### config.mk
export PLATFORM = sky130hd
export DESIGN_NAME = media_detect_debouncer
export DESIGN_NICKNAME = d
export VERILOG_FILES = /design/src/sv/mdd_pkg.sv /design/src/sv/mdd_core.sv /design/src/sv/mdd_out_reg.sv /design/src/sv/media_detect_debouncer.sv
export SDC_FILE = /design/constraint.sdc
export NUM_CORES = 1
export LEC_CHECK = 0
export BUFFER_PORTS_ARGS = -buffer_cell sky130_fd_sc_hd__buf_4
export CAP_MARGIN = 10
export CORE_AREA = 2 2 169 171
export DETAILED_ROUTE_END_ITERATION = 8
export DIE_AREA = 0 0 171 173
export MAX_ROUTING_LAYER = met4
export SYNTH_ARGS = -nofsm -noshare
export SYNTH_HDL_FRONTEND = slang
export SYNTH_HIERARCHICAL = 1
export SYNTH_SLANG_ARGS = --single-unit
export TNS_END_PERCENT = 50
### constraint.sdc
create_clock -name clk -period 6.8 [get_ports clk]
set_input_delay 0.68 -clock clk [delete_from_list [all_inputs] [get_ports clk]]
set_output_delay 0.68 -clock clk [all_outputs]
set_load 0.05 [all_outputs]
### src/sv/mdd_pkg.sv
package mdd_pkg;

  localparam int unsigned DBT_W   = 31;
  localparam int unsigned TIME_W  = 32;
  localparam int unsigned IN_W    = 40;  // 37 bits of fields, padded to 5 bytes
  localparam int unsigned OUT_W   = 40;
  localparam logic [DBT_W-1:0]  DBT_RESET   = DBT_W'(50);
  localparam logic [TIME_W-1:0] WAIT_FOREVER = '1;

  typedef enum logic [2:0] {
    CMD_INIT    = 3'd0,
    CMD_IRQ     = 3'd1,
    CMD_MANUAL  = 3'd2,
    CMD_PROCESS = 3'd3,
    CMD_POLL    = 3'd4,
    CMD_STOP    = 3'd5,
    CMD_DEINIT  = 3'd6
  } cmd_e;

  typedef enum logic [1:0] {
    ST_OK        = 2'd0,
    ST_IO        = 2'd1,
    ST_NOT_READY = 2'd2
  } status_e;

  typedef enum logic [1:0] {
    EV_NONE     = 2'd0,
    EV_INSERTED = 2'd1,
    EV_REMOVED  = 2'd2,
    EV_ERROR    = 2'd3
  } event_e;

  typedef enum logic [2:0] {
    M_ERROR   = 3'd0,
    M_ABSENT  = 3'd1,
    M_PRESENT = 3'd2,
    M_DEB_INS = 3'd3,
    M_DEB_REM = 3'd4
  } mode_e;

  typedef enum logic {
    CFG_DEBOUNCE_TIME = 1'b0,
    CFG_ACTIVE_HIGH   = 1'b1
  } cfg_idx_e;

  typedef struct packed {
    logic [2:0]        command;
    logic [TIME_W-1:0] now_ms;
    logic              pin_level;
    logic              read_error;
  } item_t;

  typedef struct packed {
    status_e           status;
    event_e            event_res;
    mode_e             media_state;
    logic              media_present;
    logic [TIME_W-1:0] wait_ms;
  } result_t;

  typedef struct packed {
    mode_e             mode;
    logic              stable_level;
    logic              candidate_level;
    logic              debounce_active;
    logic [TIME_W-1:0] deadline_ms;
    logic              check_pending;
    logic              last_raw_level;
    logic              inited;
    logic              accepting;
  } state_t;

endpackage

### src/sv/mdd_core.sv
module mdd_core (
  input  logic                 clk,
  input  logic                 rst,
  input  logic                 cfg_valid,
  input  logic                 cfg_index,
  input  logic [30:0]          cfg_data,
  input  logic                 step,
  input  mdd_pkg::item_t       item,
  output mdd_pkg::result_t     res
);
  import mdd_pkg::*;

  logic [DBT_W-1:0] debounce_time;
  logic             active_high;
  state_t           st;
  state_t           st_next;

  always_ff @(posedge clk) begin
    if (rst) begin
      debounce_time <= DBT_RESET;
      active_high   <= 1'b0;
    end else if (cfg_valid) begin
      unique case (cfg_idx_e'(cfg_index))
        CFG_DEBOUNCE_TIME: debounce_time <= cfg_data;
        CFG_ACTIVE_HIGH:   active_high   <= cfg_data[0];
        default: ;
      endcase
    end
  end

  always_ff @(posedge clk) begin
    if (rst) begin
      st <= '{mode: M_ERROR, deadline_ms: '0, default: 1'b0};
    end else if (step) begin
      st <= st_next;
    end
  end

  logic [TIME_W-1:0] dbt_ext;
  logic              present;
  logic              rerr;
  logic              raw;
  logic [TIME_W-1:0] now;

  assign dbt_ext = {1'b0, debounce_time};
  assign raw     = item.pin_level;
  assign rerr    = item.read_error;
  assign now     = item.now_ms;
  assign present = active_high ? raw : ~raw;

  always_comb begin
    state_t            s;
    status_e           status;
    event_e            ev;
    logic [TIME_W-1:0] wait_v;
    logic [TIME_W-1:0] since;
    logic              ready;
    logic              do_proc;
    logic              errored;

    s       = st;
    status  = ST_OK;
    ev      = EV_NONE;
    wait_v  = WAIT_FOREVER;
    ready   = st.inited & st.accepting;
    do_proc = 1'b0;
    errored = 1'b0;
    since   = '0;

    unique case (cmd_e'(item.command))
      CMD_INIT: begin
        s = '{mode: M_ERROR, deadline_ms: '0, default: 1'b0};
        s.inited    = 1'b1;
        s.accepting = 1'b1;
        if (rerr) begin
          status = ST_IO;  // already in error: no event
        end else begin
          s.stable_level    = present;
          s.candidate_level = present;
          s.last_raw_level  = raw;
          s.mode            = present ? M_PRESENT : M_ABSENT;
        end
      end
      CMD_IRQ: begin
        if (!ready) status = ST_NOT_READY;
        else        s.check_pending = 1'b1;
      end
      CMD_MANUAL: begin
        if (!ready) begin
          status = ST_NOT_READY;
        end else if (rerr) begin
          if (s.mode != M_ERROR) ev = EV_ERROR;
          s.mode = M_ERROR;
          s.debounce_active = 1'b0;
          status = ST_IO;
        end else begin
          s.check_pending = 1'b1;
        end
      end
      CMD_PROCESS: do_proc = 1'b1;
      CMD_POLL: begin
        if (!ready) begin
          status = ST_NOT_READY;
        end else if (rerr) begin
          if (s.mode != M_ERROR) ev = EV_ERROR;
          s.mode = M_ERROR;
          s.debounce_active = 1'b0;
          status = ST_IO;
        end else begin
          if (raw != s.last_raw_level) begin
            s.last_raw_level = raw;
            s.check_pending  = 1'b1;
          end
          do_proc = 1'b1;
        end
      end
      CMD_STOP: begin
        if (!st.inited) status = ST_NOT_READY;
        else            s.accepting = 1'b0;
      end
      CMD_DEINIT: begin
        if (!st.inited) begin
          status = ST_NOT_READY;
        end else begin
          s.inited          = 1'b0;
          s.accepting       = 1'b0;
          s.debounce_active = 1'b0;
        end
      end
      default: status = ST_NOT_READY;
    endcase

    // Debounce step shared by process and poll.
    if (do_proc) begin
      if (!s.inited) begin
        status = ST_NOT_READY;
      end else begin
        if (s.check_pending) begin
          if (rerr) begin
            if (s.mode != M_ERROR) ev = EV_ERROR;
            s.mode = M_ERROR;
            s.debounce_active = 1'b0;
            status  = ST_IO;
            errored = 1'b1;
          end else begin
            s.last_raw_level  = raw;
            s.check_pending   = 1'b0;
            s.candidate_level = present;
            s.mode            = present ? M_DEB_INS : M_DEB_REM;
            s.deadline_ms     = now + dbt_ext;
            s.debounce_active = 1'b1;
          end
        end
        since = now - s.deadline_ms;
        if (!errored && s.debounce_active) begin
          if (since[TIME_W-1]) begin
            wait_v = s.deadline_ms - now;
          end else if (rerr) begin
            if (s.mode != M_ERROR) ev = EV_ERROR;
            s.mode = M_ERROR;
            s.debounce_active = 1'b0;
            status = ST_IO;
          end else begin
            s.last_raw_level = raw;
            if (present != s.candidate_level) begin
              // level moved during the window: restart
              s.candidate_level = present;
              s.mode            = present ? M_DEB_INS : M_DEB_REM;
              s.deadline_ms     = now + dbt_ext;
              s.debounce_active = 1'b1;
              wait_v            = dbt_ext;
            end else begin
              if (present != s.stable_level) ev = present ? EV_INSERTED : EV_REMOVED;
              s.stable_level    = present;
              s.mode            = present ? M_PRESENT : M_ABSENT;
              s.debounce_active = 1'b0;
            end
          end
        end
      end
    end

    st_next           = s;
    res.status        = status;
    res.event_res     = ev;
    res.media_state   = s.inited ? s.mode : M_ERROR;
    res.media_present = s.inited && (s.mode == M_PRESENT);
    res.wait_ms       = wait_v;
  end

  a_deb_mode: assert property (@(posedge clk) disable iff (rst)
    st.debounce_active |-> (st.mode == M_DEB_INS || st.mode == M_DEB_REM))
    else $error("debounce running outside a debouncing mode");

  a_accept_init: assert property (@(posedge clk) disable iff (rst)
    st.accepting |-> st.inited)
    else $error("accepting notifications while not initialized");

  a_err_status: assert property (@(posedge clk) disable iff (rst)
    (step && res.event_res == EV_ERROR) |-> (res.status == ST_IO))
    else $error("error event without io status");

  a_reset_clears: assert property (@(posedge clk)
    rst |=> (!st.inited && !st.check_pending))
    else $error("reset left block initialized");

endmodule

### src/sv/mdd_out_reg.sv
module mdd_out_reg (
  input  logic                       clk,
  input  logic                       rst,
  input  logic                       load,
  input  mdd_pkg::result_t           res,
  output logic                       free,
  output logic                       m_tvalid,
  input  logic                       m_tready,
  output logic [mdd_pkg::OUT_W-1:0]  m_tdata
);
  import mdd_pkg::*;

  result_t held;

  assign free = !m_tvalid || m_tready;

  always_ff @(posedge clk) begin
    if (rst) begin
      m_tvalid <= 1'b0;
    end else if (free) begin
      m_tvalid <= load;
    end
  end

  always_ff @(posedge clk) begin
    if (free && load) begin
      held <= res;
    end
  end

  assign m_tdata = {held.wait_ms, held.media_present, held.media_state,
                    held.event_res, held.status};

endmodule

### src/sv/media_detect_debouncer.sv
// Channel  | Dir | Ports                                   | Content
// s_axis   | in  | s_tvalid s_tready s_tdata[39:0]         | command, time, pin, read error
// m_axis   | out | m_tvalid m_tready m_tdata[39:0]         | status, event, state, wait
// cfg      | in  | cfg_valid cfg_ready cfg_index cfg_data  | 0 debounce ms, 1 active high
//
// One item per cycle while m_tready is high; m_tvalid follows input reg, result reg.
// Stage 1 is the input register; the debounce step (one 32-bit add, two subtracts,
// sign test) runs between it and the result register, updating state in the same edge.
// rst (sync, high) clears all control state: not initialized, mode error, 50 ms, active low.
// Stalls: m_tready low holds the result register and the input register; s_tready
// drops only when both are full. cfg_ready is always high.
module media_detect_debouncer (
  input  logic                       clk,
  input  logic                       rst,
  // [2:0] command, [34:3] now_ms, [35] pin_level, [36] read_error, [39:37] zero
  input  logic [mdd_pkg::IN_W-1:0]   s_tdata,
  input  logic                       s_tvalid,
  output logic                       s_tready,
  // [1:0] status, [3:2] event_res, [6:4] media_state, [7] media_present, [39:8] wait_ms
  output logic [mdd_pkg::OUT_W-1:0]  m_tdata,
  output logic                       m_tvalid,
  input  logic                       m_tready,
  input  logic                       cfg_valid,
  output logic                       cfg_ready,
  input  logic                       cfg_index,
  input  logic [30:0]                cfg_data
);
  import mdd_pkg::*;

  logic    in_valid;
  item_t   in_item;
  logic    free;
  logic    step;
  result_t res;

  assign cfg_ready = 1'b1;
  assign step      = in_valid && free;
  assign s_tready  = !in_valid || free;

  // input register
  always_ff @(posedge clk) begin
    if (rst) begin
      in_valid <= 1'b0;
    end else if (s_tready) begin
      in_valid <= s_tvalid;
    end
  end

  always_ff @(posedge clk) begin
    if (s_tready && s_tvalid) begin
      in_item.command    <= s_tdata[2:0];
      in_item.now_ms     <= s_tdata[34:3];
      in_item.pin_level  <= s_tdata[35];
      in_item.read_error <= s_tdata[36];
    end
  end

  mdd_core u_core (
    .clk       (clk),
    .rst       (rst),
    .cfg_valid (cfg_valid),
    .cfg_index (cfg_index),
    .cfg_data  (cfg_data),
    .step      (step),
    .item      (in_item),
    .res       (res)
  );

  mdd_out_reg u_out (
    .clk      (clk),
    .rst      (rst),
    .load     (in_valid),
    .res      (res),
    .free     (free),
    .m_tvalid (m_tvalid),
    .m_tready (m_tready),
    .m_tdata  (m_tdata)
  );

endmodule
==> flow_metrics.py <==
metrics = {
    "drt": {
        "vias_per_cell": 5.62,
        "vias": 9860,
        "ant_nets": 0,
        "drt-initial-drc-count": 857,
        "dr.pass1.iters": 9,
        "drcViolationCount": 0,
        "finalWirelength_um": 32500,
        "wl_per_cell_um": 18.6,
    },
    "logic_synthesis": {
        "async_reset_ff_frac": 0,
        "syn_nets": 1449,
        "synth_top_area_share": 0.211,
        "yosys-top-cells-area": "edfxtp_1 (21%), dfxtp_1 (14%), ha_1 (10%)",
        "synth-seq-cells": 153,
        "synth.distinct_cells": 82,
        "avgSynthCellArea_um2": 8.56,
        "ys.flop_type": "edfxtp_1",
        "syn_inst": 1281,
        "yosysWarnings": 6,
        "yosysSeqAreaShare": 0.350,
        "synth_edf_count": 77,
        "synth_area_leader_cell": "edfxtp_1",
        "synthesis.area_um2": 11000,
    },
    "critical_path": {
        "crit_chain": "ha_1 -> a211oi_1 -> o21ai_0 -> a21boi_1 -> o21ai_0 -> a21o_1 -> a21o_1 -> a21o_1 -> a21oi_1 -> xor2_1 -> nor2_1 -> a31o_2 -> ha_1 -> and4_1 -> nand3_1 -> a211oi_2 -> or4_1 -> a31oi_1 -> o31ai_1 -> a221o_1 -> or4_4 -> o32ai_2 -> a21o_1",
        "rr_worst_depth": 23,
        "timing.rr.end": "u_out/m_tdata[2]$_DFFE_PP_",
        "critical_path.top_delay_family": "compound AO/OA/AOI/OAI gates",
        "arrival_ps": 6700,
        "cp_max_fo": 6,
        "rr_startpoint": "in_item[3]$_DFFE_PP_",
        "critPathCaptureType": "register",
        "r2r_setup_slack_ps": 400,
        "critical_path.n_buffers_inverters": 0,
        "required_ps": 7100,
        "crit_type": "register to register",
        "crit_top_cell": "a21o_1",
        "critPathLaunchType": "register",
        "max_stage_delay_ps": 530,
        "cp_slowest_cell": "or4_4",
    },
    "grt": {
        "grt_use_met1": 0.320,
        "antenna_found_initial": 0,
        "use_met3": 0.0266,
        "gr-max-usage-layer": "met2",
        "grt_max_degree": 47,
        "overflow": 0,
        "grtUsageTotal": 0.225,
        "grt_pass1_wl_um": 50800,
        "grt_util_met2": 0.344,
        "grt_pass1_vias": 9095,
    },
    "clock_tree": {
        "clock_path_buffers": 2,
        "cts_made_buffers": 17,
        "clock_sinks": 153,
        "insertion_delay_ps": 440,
        "htreeDepth": 4,
        "root_buffer": "clkbuf_16",
        "tritoncts": "built",
        "cts.clk_slew.worst_paths_ps": 70,
    },
    "die": {
        "boundaryPins": 120,
        "rows": 61,
        "die_h_um": 173,
        "die_x_um": 171,
        "initial_utilization": 0.397,
        "core_area_um2": 27600,
        "dieArea_um2": 29600,
    },
    "sta": {
        "finalHoldViolCount": 0,
        "worst_pin_slew_ps": 909,
        "post-route-period-util": 0.941,
        "fin_crit_ps": 6400,
        "setup_viol_count_final": 0,
        "slew_viol_final": 0,
        "clock.fmax_mhz": 156,
        "clock-skew-final_ps": 12.3,
        "holdWs_ps": 411,
        "finalSetupTns_ps": 0,
        "rsz0062_at_grt": "no",
        "maxSlewHeadroom": 0.392,
    },
    "final_layout": {
        "nNetsFinal": 1531,
        "syn_to_final_growth_pct": 17.0,
        "fin_area_um2": 12800,
        "drive_above_1_share": 0.151,
        "n_antenna_cell": 0,
    },
    "place": {
        "placed_area_um2": 12200,
        "portBuffers": 115,
        "gp_congestion": 0.934,
        "post-dp-hpwl_um": 23700,
    },
    "hold_path": {
        "hp-start": "s_tdata[7]",
        "min_to": "in_item[6]$_DFFE_PP_",
        "hold_depth": 1,
        "hold_path.class": "input port to register",
    },
    "job": {
        "drv.max_cap_violation_count": 0,
    },
    "power": {
        "p_per_area_nw_per_um2": 191,
        "power_mw": 2.45,
        "peakVddDrop_mv": 0.172,
        "p_leak_nw": 5.42,
    },
    "run_status": {
        "status": "complete, no violations",
    },
}
## report_power, final
group,internal [mW],switching (mW)
logic,0.153,0.241
registers,0.997,0.0354
clock network,0.601,0.418
total,1.75,0.695
## area by class of cell
type,instances,area (µm²)
Inverter,74,278
Clock inverter,13,169
Timing Repair Buffer,137,1040
Clock buffer,19,453
Multi-Input combinational cell,980,6590
Fill cell,2753,14800
Sequential cell,153,3830
Tap cell,378,473
## state kept, by name (all words and copies together) (netlist names)
register,cells
in_item,37
u_core/st,42
in_valid,1
u_core/active_high,1
u_out/m_tdata,40
u_core/debounce_time,31
u_out/m_tvalid,1
## layer usage
layer | part of all wire | vias up
met4 | 0.0093 | 0
met3 | 0.051 | 20
li1 | - | 4841
met2 | 0.45 | 329
met1 | 0.49 | 4670
met5 | 0 | -
## timing repair
item                                   in CTS  in global routing
endpoints found under the hold margin       0                  0
resized for setup                           0                  6
hold buffers                                0                  0
setup endpoints to repair                   0                 67
buffers inserted                            0                  3
## worst max-delay path by stage
stage | startpoint | to | cells after the start
2_1_floorplan | in_item[3]$_DFFE_PP_ | u_out/m_tdata[2]$_DFFE_PP_ | 23
3_3_place_gp | in_item[3]$_DFFE_PP_ | u_out/m_tdata[7]$_DFFE_PP_ | 23
3_5_place_dp | in_item[3]$_DFFE_PP_ | u_out/m_tdata[7]$_DFFE_PP_ | 23
4_1_cts | in_item[3]$_DFFE_PP_ | u_out/m_tdata[7]$_DFFE_PP_ | 23
5_1_grt | in_item[3]$_DFFE_PP_ | u_out/m_tdata[7]$_DFFE_PP_ | 23
6_report | in_item[3]$_DFFE_PP_ | u_out/m_tdata[2]$_DFFE_PP_ | 23
## synthesized netlist by cell type, drive strengths merged (4+ instances only)
| cell type | n |
|---|---|
| and3 | 14 |
| ha | 89 |
| or3 | 9 |
| a31oi | 22 |
| a21oi | 113 |
| xor2 | 22 |
| and2 | 11 |
| or2 | 4 |
| o31ai | 7 |
| o41ai | 5 |
| nand2b | 17 |
| nand4 | 13 |
| o21a | 9 |
| edfxtp | 77 |
| mux2i | 27 |
| a211oi | 7 |
| o211ai | 30 |
| o2bb2ai | 4 |
| o21ai | 93 |
| nor2b | 8 |
| o32ai | 4 |
| nor3 | 38 |
| a22o | 21 |
| o21bai | 10 |
| nand2 | 134 |
| nor2 | 78 |
| nand3b | 7 |
| a21boi | 5 |
| dfxtp | 76 |
| a21o | 37 |
| clkbuf | 47 |
| o22ai | 5 |
| and4 | 5 |
| xnor2 | 30 |
| buf | 27 |
| nand3 | 39 |
| a31o | 9 |
| a211o | 6 |
| inv | 74 |
## through the flow
step | cells | util | setup WS (ps)
final | 1754 | 0.465 | 399
after CTS | 1751 | 0.463 | 289
after floorplan | 1281 | - | 1320
after global placement | 1719 | 0.440 | 437
after detailed placement | 1719 | 0.440 | 385
after global routing | 1754 | 0.465 | 16.6
## placed cells by master (no fill, tap or decap), types with 37 or more instances in the layout
cell type / netlist / routed
nand3_1: 37 / 37
a21oi_1: 111 / 109
ha_1: 89 / 89
a21o_1: 37 / 37
nand2_1: 133 / 133
edfxtp_1: 77 / 77
nor3_1: 38 / 38
buf_4: 2 / 136
dfxtp_1: 76 / 76
nor2_1: 78 / 75
o21ai_0: 81 / 81
inv_1: 74 / 74
## kinds of logic after synthesis
| kind of cell | count (synthesis) | share of synthesized area |
|---|---|---|
| AO/OA/AOI/OAI | 416 | 0.248 |
| AND/OR/NAND/NOR | 388 | 0.172 |
| flip-flops | 153 | 0.350 |
| buffers and inverters | 148 | 0.0538 |
| adder cells (fa/ha/maj) | 93 | 0.107 |
| XOR/XNOR | 52 | 0.0415 |
| multiplexers | 30 | 0.0277 |
| other | 1 | 0.000342 |
(Power assumes the default switching activity.)
